`src/sv/ceu_pkg.sv`:
```
`default_nettype none
package ceu_pkg;

    localparam int unsigned NUM_MOTORS_DEF = 4;

    localparam int unsigned IN_TDATA_W  = 48;
    localparam int unsigned IN_TUSER_W  = 2;
    localparam int unsigned OUT_TDATA_W = 96;
    localparam int unsigned CFG_ADDR_W  = 2;
    localparam int unsigned CFG_DATA_W  = 15;

    localparam logic [10:0] FIRST_MOTOR_ID_RST  = 11'd513;
    localparam logic [14:0] WRAP_THRESHOLD_RST  = 15'd7000;
    localparam logic [14:0] COUNTS_PER_TURN_RST = 15'd8191;

    localparam logic [3:0] DLC_FEEDBACK = 4'd8;

    localparam logic signed [39:0] POS_MAX = {1'b0, {39{1'b1}}};
    localparam logic signed [39:0] POS_MIN = {1'b1, {39{1'b0}}};

    typedef enum logic [CFG_ADDR_W-1:0] {
        CFG_FIRST_MOTOR_ID  = 2'd0,
        CFG_WRAP_THRESHOLD  = 2'd1,
        CFG_COUNTS_PER_TURN = 2'd2
    } t_cfg_reg;

endpackage
`default_nettype wire

```
`src/sv/can_encoder_feedback_unwrap.sv`:
```
// pipeline: an accepted transaction goes to the input register, its result to the output register
// throughput: one frame per cycle while the output is not stalled, also back to back on the
//   same motor; the per-motor angle and position registers are read and written in the same cycle
// rejected frames give no result and leave all state untouched
// reset (synchronous, active low) clears both stages, all motor state to zero and
//   loads the configuration defaults
`default_nettype none
module can_encoder_feedback_unwrap
    import ceu_pkg::*;
#(
    parameter int unsigned NumMotors = NUM_MOTORS_DEF
) (
    input  wire logic                   i_clk,
    input  wire logic                   i_rst_n,
    input  wire logic                   i_cfg_we,
    input  wire logic [CFG_ADDR_W-1:0]  i_cfg_addr,
    input  wire logic [CFG_DATA_W-1:0]  i_cfg_wdata,
    input  wire logic                   s_axis_tvalid,
    output logic                        s_axis_tready,
    // data_length[3:0], frame_ident[14:4], angle_word[30:15], speed_word[46:31], zero
    input  wire logic [IN_TDATA_W-1:0]  s_axis_tdata,
    // extended_id[0], remote_frame[1]
    input  wire logic [IN_TUSER_W-1:0]  s_axis_tuser,
    output logic                        m_axis_tvalid,
    input  wire logic                   m_axis_tready,
    // motor_index[1:0], angle_now[17:2], velocity_now[33:18], angle_step[51:34],
    // position_counts[91:52], zero
    output logic [OUT_TDATA_W-1:0]      m_axis_tdata
);

    localparam int unsigned MotorIdxW = (NumMotors > 1) ? $clog2(NumMotors) : 1;

    logic [10:0] r_first_id;
    logic [14:0] r_wrap_thr;
    logic [14:0] r_cpt;

    logic                  r_in_valid, n_in_valid;
    logic [IN_TDATA_W-1:0] r_in_tdata;
    logic [IN_TUSER_W-1:0] r_in_tuser;

    logic signed [15:0] r_last_angle [NumMotors];
    logic signed [39:0] r_pos_sum    [NumMotors];

    logic                   r_out_valid, n_out_valid;
    logic [OUT_TDATA_W-1:0] r_out_tdata, n_out_tdata;

    logic               in_ext, in_rtr;
    logic [3:0]         in_dlc;
    logic [10:0]        in_ident;
    logic signed [15:0] in_angle, in_speed;

    logic [11:0]          id_diff;
    logic                 in_window, frame_ok;
    logic [MotorIdxW-1:0] motor_sel;

    logic signed [15:0] old_angle;
    logic signed [39:0] old_pos;
    logic signed [16:0] raw_diff;
    logic signed [17:0] raw_step, thr_pos, thr_neg, cpt_ext;
    logic signed [17:0] n_step;
    logic signed [40:0] pos_sum;
    logic signed [39:0] n_pos;

    logic in_advance, in_fire, do_update;

    assign in_ext   = r_in_tuser[0];
    assign in_rtr   = r_in_tuser[1];
    assign in_dlc   = r_in_tdata[3:0];
    assign in_ident = r_in_tdata[14:4];
    assign in_angle = r_in_tdata[30:15];
    assign in_speed = r_in_tdata[46:31];

    // motor window, no wrap past the top of the identifier range
    assign id_diff   = {1'b0, in_ident} - {1'b0, r_first_id};
    assign in_window = !id_diff[11] && (id_diff[10:0] < 11'(NumMotors));
    assign frame_ok  = !in_ext && !in_rtr && (in_dlc == DLC_FEEDBACK) && in_window;
    assign motor_sel = id_diff[MotorIdxW-1:0];

    assign old_angle = r_last_angle[motor_sel];
    assign old_pos   = r_pos_sum[motor_sel];

    assign raw_diff = {in_angle[15], in_angle} - {old_angle[15], old_angle};
    assign raw_step = {raw_diff[16], raw_diff};
    assign thr_pos  = signed'({3'b000, r_wrap_thr});
    assign thr_neg  = -thr_pos;
    assign cpt_ext  = signed'({3'b000, r_cpt});

    always_comb begin
        if (raw_step > thr_pos) begin
            n_step = raw_step - cpt_ext;
        end else if (raw_step < thr_neg) begin
            n_step = raw_step + cpt_ext;
        end else begin
            n_step = raw_step;
        end
    end

    // saturating position update
    assign pos_sum = {old_pos[39], old_pos} + {{23{n_step[17]}}, n_step};

    always_comb begin
        if (pos_sum[40] != pos_sum[39]) begin
            n_pos = pos_sum[40] ? POS_MIN : POS_MAX;
        end else begin
            n_pos = pos_sum[39:0];
        end
    end

    // a rejected frame leaves without needing the output slot
    assign in_advance    = !r_out_valid || m_axis_tready || !frame_ok;
    assign s_axis_tready = !r_in_valid || in_advance;
    assign in_fire       = s_axis_tvalid && s_axis_tready;
    assign do_update     = r_in_valid && frame_ok && in_advance;

    always_comb begin
        if (in_fire) begin
            n_in_valid = 1'b1;
        end else if (in_advance) begin
            n_in_valid = 1'b0;
        end else begin
            n_in_valid = r_in_valid;
        end
    end

    always_comb begin
        n_out_tdata = r_out_tdata;
        if (do_update) begin
            n_out_valid = 1'b1;
            n_out_tdata = {4'b0000, n_pos, n_step, in_speed, in_angle, id_diff[1:0]};
        end else if (m_axis_tready) begin
            n_out_valid = 1'b0;
        end else begin
            n_out_valid = r_out_valid;
        end
    end

    always_ff @(posedge i_clk) begin
        if (!i_rst_n) begin
            r_first_id <= FIRST_MOTOR_ID_RST;
            r_wrap_thr <= WRAP_THRESHOLD_RST;
            r_cpt      <= COUNTS_PER_TURN_RST;
        end else if (i_cfg_we) begin
            case (t_cfg_reg'(i_cfg_addr))
                CFG_FIRST_MOTOR_ID:  r_first_id <= i_cfg_wdata[10:0];
                CFG_WRAP_THRESHOLD:  r_wrap_thr <= i_cfg_wdata;
                CFG_COUNTS_PER_TURN: r_cpt      <= i_cfg_wdata;
                default: ;
            endcase
        end
    end

    always_ff @(posedge i_clk) begin
        if (!i_rst_n) begin
            r_in_valid  <= 1'b0;
            r_out_valid <= 1'b0;
        end else begin
            r_in_valid  <= n_in_valid;
            r_out_valid <= n_out_valid;
        end
    end

    always_ff @(posedge i_clk) begin
        if (in_fire) begin
            r_in_tdata <= s_axis_tdata;
            r_in_tuser <= s_axis_tuser;
        end
        r_out_tdata <= n_out_tdata;
    end

    always_ff @(posedge i_clk) begin
        if (!i_rst_n) begin
            for (int i = 0; i < NumMotors; i++) begin
                r_last_angle[i] <= '0;
                r_pos_sum[i]    <= '0;
            end
        end else if (do_update) begin
            r_last_angle[motor_sel] <= in_angle;
            r_pos_sum[motor_sel]    <= n_pos;
        end
    end

    assign m_axis_tvalid = r_out_valid;
    assign m_axis_tdata  = r_out_tdata;

endmodule
`default_nettype wire

```
`config.mk`:
```
export PLATFORM = sky130hd
export DESIGN_NAME = can_encoder_feedback_unwrap
export DESIGN_NICKNAME = d
export VERILOG_FILES = /design/src/sv/ceu_pkg.sv /design/src/sv/can_encoder_feedback_unwrap.sv
export SDC_FILE = /design/constraint.sdc
export NUM_CORES = 1
export LEC_CHECK = 0
export ABC_AREA = 0
export BUFFER_PORTS_ARGS = -buffer_cell sky130_fd_sc_hd__clkbuf_2
export CAP_MARGIN = 20
export CORE_MARGIN = 3
export CORE_UTILIZATION = 30
export CTS_CLUSTER_SIZE = 8
export DETAILED_ROUTE_END_ITERATION = 8
export GPL_TIMING_DRIVEN = 0
export PLACE_DENSITY = 0.52
export SLEW_MARGIN = 30
export SYNTH_ARGS = -nofsm -noshare
export SYNTH_HDL_FRONTEND = slang
export SYNTH_SLANG_ARGS = --single-unit
```
`constraint.sdc`:
```
create_clock -name i_clk -period 17.3 [get_ports i_clk]
set_input_delay 0.865 -clock i_clk [delete_from_list [all_inputs] [get_ports i_clk]]
set_output_delay 0.865 -clock i_clk [all_outputs]
set_load 0.01 [all_outputs]
```
# Word level (Yosys, flattened, before mapping)

Memory sizes are Yosys's and may differ from the RTL's.
Cells that the tools add are included.

$add $sub $neg: 6
$lt $le $gt $ge: 3
Equality and inequality tests: 4
Multiplexer cells: 18
Reduce and logical (&&, ||, !) cells: 24

Operator list:

| kind                                                        | count |
|---|---|
| two-way mux 40 bit                                          | 3 |
| adder 40 x 18 -> 41 bit                                     | 1 |
| OR reduction 40 bit                                         | 1 |
| two-way mux 18 bit                                          | 2 |
| adder 17 x 16 -> 18 bit                                     | 1 |
| less-than comparator 17 x 18 -> 1 bit                       | 1 |
| negation 15 -> 18 bit                                       | 1 |
| subtractor 17 x 16 -> 18 bit                                | 1 |
| greater-than comparator 17 x 16 -> 1 bit                    | 1 |
| subtractor 16 x 16 -> 17 bit                                | 1 |
| two-way mux 16 bit                                          | 1 |
| OR reduction 16 bit                                         | 1 |
| subtractor 11 x 11 -> 12 bit                                | 1 |
| less-than comparator 11 x 3 -> 1 bit, second input constant | 1 |
| two-way mux 1 bit                                           | 10 |
| logical AND 1 bit                                           | 7 |
| logical NOT 1 bit                                           | 6 |
| AND reduction 2 bit                                         | 3 |
| == test 4 bit, second input constant                        | 1 |
| two-way mux 2 bit                                           | 2 |
| nonzero test 2 bit                                          | 2 |
| logical OR 1 bit                                            | 3 |
| == test 2 x 1 -> 1 bit, second input constant               | 1 |
| == test 2 bit, second input constant                        | 1 |
| 2 further kinds                                             | 2 |

Bits in registers: 184
Bits in writable memories: 224
Word-level logic and storage cells: 65
Memories: 2

Memory list:

| name         | depth | bits a word | read ports | clocked after Yosys merged registers in | write ports | line                              | text |
|---|---|---|---|---|---|---|---|
| r_pos_sum    | 4     | 40          | 1          | 0                                       | 4           | can_encoder_feedback_unwrap.sv:42 | `logic signed [39:0] r_pos_sum [NumMotors];` |
| r_last_angle | 4     | 16          | 1          | 0                                       | 4           | can_encoder_feedback_unwrap.sv:41 | `logic signed [15:0] r_last_angle [NumMotors];` |

# Depth between registers and ports, before layout

Depth after elaboration: 12
Gate-level depth with buffers: 50

# Least setup slack after synthesis

OpenSTA, ideal clock, no wires.

Path type: flip-flop to flip-flop
Start: register r_in_tdata[4]
End: memory r_last_angle[0][0], enable pin
Setup time: 415 ps
Arrival time: 11841 ps
Slack: 5044 ps
Stages on the path, launching flop included: 17
Buffers on the path: 2
Period minus slack after synthesis: 12256 ps
Cell sequence: edfxtp_1 -> inv_1 -> ha_1 -> inv_1 -> fa_1 -> nand2_1 -> nand2_1 -> a21oi_1 -> xnor2_1 -> o21ai_0 -> or4b_2 -> nor3_1 -> nand2_1 -> or3_1 -> clkbuf_1 -> clkbuf_1 -> nand2_1

RTL lines:

| item                   | line                               | text |
|---|---|---|
| from (decl)            | can_encoder_feedback_unwrap.sv:38  | `logic [IN_TDATA_W-1:0] r_in_tdata;` |
| from (signal assigned) | can_encoder_feedback_unwrap.sv:164 | `r_in_tdata <= s_axis_tdata;` |
| to (decl)              | can_encoder_feedback_unwrap.sv:41  |  |

==> flow_summary.rst <==
.. list-table::
   :header-rows: 1

   * - Metric
     - Value
   * - Result of the run
     - finished, final reports clean
   * - Arrival time of the worst setup path
     - ~14 ns
   * - Number of endpoints failing setup at the final stage
     - 0
   * - Detail-routed net length per standard cell
     - just over 20 µm
   * - Wire length of the first global-routing pass
     - 97800 µm
   * - Starting Density
     - 0.303
   * - Number of iterations in the first detailed-routing pass
     - 5
   * - DIE AREA
     - 0.0772 mm²
   * - Setup total negative slack
     - 0 ns
   * - Highest attainable clock frequency
     - around 76 MHz
   * - Peak supply drop
     - 0.112 mV
   * - Final Util
     - 0.357
   * - Final ANT Viol Nets
     - 0
   * - GRT Resource Usage Total
     - 0.165
   * - Final Hold Vio Count
     - 0
   * - Nets
     - 2363
   * - Transition time at the pin with the least slew margin
     - 0.993 ns
   * - Final HPWL from detailed placement
     - roughly 47000 µm
   * - Worst reg2reg setup slack
     - a little over 4 ns
   * - Type of the worst min-delay path
     - register to register
   * - Area of the core
     - between 0.07 and 0.08 mm²
   * - Cell with the biggest individual delay on the critical path
     - xnor2_1
   * - Worst EP required
     - 17.62 ns
   * - Max FO, Critical Path
     - 10
   * - Unrepaired setup endpoints after global routing
     - false
   * - Number of global-route vias before repair
     - 16200
   * - Chip Width
     - approximately 280 µm
   * - Min cycle time layout
     - between 10 and 15 ns
   * - Residual DRC
     - 0
   * - Worst setup SP type
     - register
   * - H-tree depth
     - 2
   * - Most frequent cell after synthesis
     - edfxtp_1
   * - Initial antenna violation count
     - 1
   * - Height of the die
     - 278 µm
   * - Cts bufs inserted
     - 58
   * - Clock latency on the worst-skew pair
     - 0.61 ns
   * - Clock tree from TritonCTS
     - done
   * - Gate Count Post-Synth
     - between 1500 and 2000
   * - List of most frequent post-synthesis cells
     - 365 x edfxtp_1, 225 x nor2_1, 142 x nand2_1
   * - Final period utilization
     - 0.765
   * - YS warnings
     - 0
   * - Synthesized flop and latch total
     - approximately 400
   * - Commonest register cell after synthesis
     - edfxtp_1
   * - Post-cts sizing count
     - 0
   * - Fraction of registers with async set or reset after synthesis
     - 0
   * - Number of different library cells in the post-synthesis netlist
     - 93
   * - DR iter-0 viols
     - between 1000 and 1500
   * - Critical path start-end classification
     - register to register
   * - Count of buffers inserted at the top-level ports
     - between 150 and 200
   * - Max-slew violation count
     - 0
   * - Gp weighted congestion
     - ~0.88
   * - Longest Clk Path Bufs
     - 3
   * - Cell chosen for the clock root
     - clkbuf_16
   * - Number of vias per cell
     - around 5.0
   * - Depth of the most critical reg-to-reg path
     - 45
   * - Worst clock skew on the final layout
     - ~0.023 ns
   * - Number of placement rows
     - 99
   * - Post-Route WL
     - about 65000 µm
   * - Leak Pwr
     - between 0.01 and 0.015 µW
   * - Post-synth top area share
     - 0.495
   * - Count of cells along the worst hold path
     - 0
   * - Count of flip-flops with a built-in enable after synthesis
     - 365
   * - Number of hold buffers added after CTS
     - 0
   * - Post-CTS repair timing setup buffer count
     - 0
   * - Average cell area after synthesis
     - 11.6 µm²
   * - Top cells by area, synth
     - edfxtp_1 49%, ha_1 6.9%, mux4_2 5.7%
   * - Aggregate global routing overflow
     - 0
   * - Filler cells
     - 7335
   * - Sequential fraction of the synthesis area
     - 0.534
   * - Clock-pin slew reported for the worst setup and hold paths after clock tree synthesis
     - roughly 0.050 ns
   * - Power density over the cells
     - around 180 mW/mm²
   * - Ports placed on the boundary
     - between 150 and 200
   * - Number of max-cap violations
     - 0
   * - Clock Sink Count
     - ~400
   * - Post-synth design cell area
     - about 0.022 mm²
   * - Largest net degree at the start of global routing
     - 33
   * - Vias post-DR
     - between 15000 and 20000
   * - Layout overhead on the synthesized area
     - 17.9%
   * - Category of the worst setup path capture point
     - register
   * - Share of final-layout standard cells stronger than drive strength 1
     - 0.182
   * - Library cell occupying the most area in the post-synthesis netlist
     - edfxtp_1
   * - Slew Limit Headroom
     - 0.331
   * - Maximum cell stage delay along the critical path
     - just over 0.7 ns
## critical path: cells and delay by family, from the launching register on
kind	cells	cell delay [ns]
AO/OA/AOI/OAI	17	4.29
XOR/XNOR	1	0.71
adder cells (fa/ha/maj)	6	2.07
buffers and inverters	8	2.90
flip-flops	1	0.36
multiplexers	2	0.83
AND/OR/NAND/NOR	11	1.73
## flip-flops by register name (all words and copies together) (netlist names)
| signal | count |
|---|---|
| m_axis_tdata | 92 |
| m_axis_tvalid | 1 |
| r_cpt | 15 |
| r_first_id | 11 |
| r_in_tdata | 47 |
| r_in_tuser | 2 |
| r_in_valid | 1 |
| r_last_angle | 64 |
| r_pos_sum | 160 |
| r_wrap_thr | 15 |
## stage by stage
step | power [µW] | setup WS (ns) | instances | cell area [µm²] | hold WS [ns]
after floorplan | 2910 | 5.04 | 1920 | 22200 | 0.400
after global placement | 3570 | -3.41 | 3042 | 24200 | 0.400
after detailed placement | 3600 | 4.17 | 3062 | 24500 | 0.405
after CTS | 4660 | 4.11 | 3149 | 26100 | 0.388
after global routing | 4940 | 3.36 | 3149 | 26100 | 0.401
final | 4610 | 4.07 | 3150 | 26100 | 0.416
## power by group
group	switching, µW	total, µW	internal, µW
clock network	420	1030	614
registers	16.2	1200	1180
logic	1570	2380	808
total	2010	4610	2600
## area by class of cell
| class | instances | area, µm² | share of cell area |
|---|---|---|---|
| sequential | 408 | 11800 | 0.453 |
| inverter | 125 | 469 | 0.0180 |
| buffer | 92 | 420 | 0.0161 |
| antenna | 1 | 2.50 | 0.0000958 |
| multi-input combinational | 1295 | 9520 | 0.365 |
| tap | 959 | 1200 | 0.0459 |
| timing repair buffer | 183 | 1070 | 0.0410 |
| clock buffer | 81 | 1560 | 0.0596 |
| clock inverter | 6 | 52.6 | 0.00201 |
## per-layer routing
metal	vias up	GRT usage	routed length, µm
met5	-	0	0
met4	0	0.0552	2070
met2	435	0.275	30400
met1	7764	0.219	28800
li1	7509	-	-
met3	108	0.0269	3200
## cell families after synthesis
| group | share of synthesized area |
|---|---|
| compound gates | 0.130 |
| xor+xnor | 0.0282 |
| fa+ha+maj | 0.0740 |
| buf+inv | 0.0398 |
| flops | 0.534 |
| mux | 0.0609 |
| other cells | 0.000169 |
| simple gates | 0.134 |
## layout by cell type, fill, tap and decap left out, types with 10 or more instances in the layout
cell type / synthesis / routed
and2_1: 77 / 77
nor2b_1: 19 / 18
o211ai_1: 25 / 25
or3_1: 13 / 13
nor3_1: 19 / 16
inv_1: 125 / 125
nand2_1: 142 / 139
clkbuf_1: 73 / 93
a31oi_1: 10 / 10
o31ai_1: 10 / 10
ha_1: 123 / 123
xnor2_1: 45 / 45
xor2_1: 22 / 22
nand2b_1: 23 / 23
a21oi_1: 108 / 108
mux4_2: 56 / 56
o21ai_0: 64 / 63
a21o_1: 43 / 43
dfxtp_1: 43 / 43
edfxtp_1: 365 / 365
nor2_1: 225 / 225
a21oi_2: 21 / 21
nand3_1: 24 / 24
buf_4: 8 / 20
clkbuf_16: 0 / 58
clkbuf_2: 0 / 165
o21bai_1: 25 / 25
nand4_1: 17 / 17
o21a_1: 12 / 11
## path summary, 6_finish.rpt
kind | startpoint | to
hold / removal | r_in_tdata[34]$_DFFE_PP_ | m_axis_tdata[21]$_DFFE_PP_
hold reg to reg | r_in_tdata[34]$_DFFE_PP_ | m_axis_tdata[21]$_DFFE_PP_
setup / recovery | r_in_tdata[4]$_DFFE_PP_ | r_pos_sum[2][11]$_SDFFCE_PN0P_
setup reg to reg | r_in_tdata[4]$_DFFE_PP_ | r_pos_sum[2][11]$_SDFFCE_PN0P_
No activity file was read; power rests on OpenSTA's default activity.
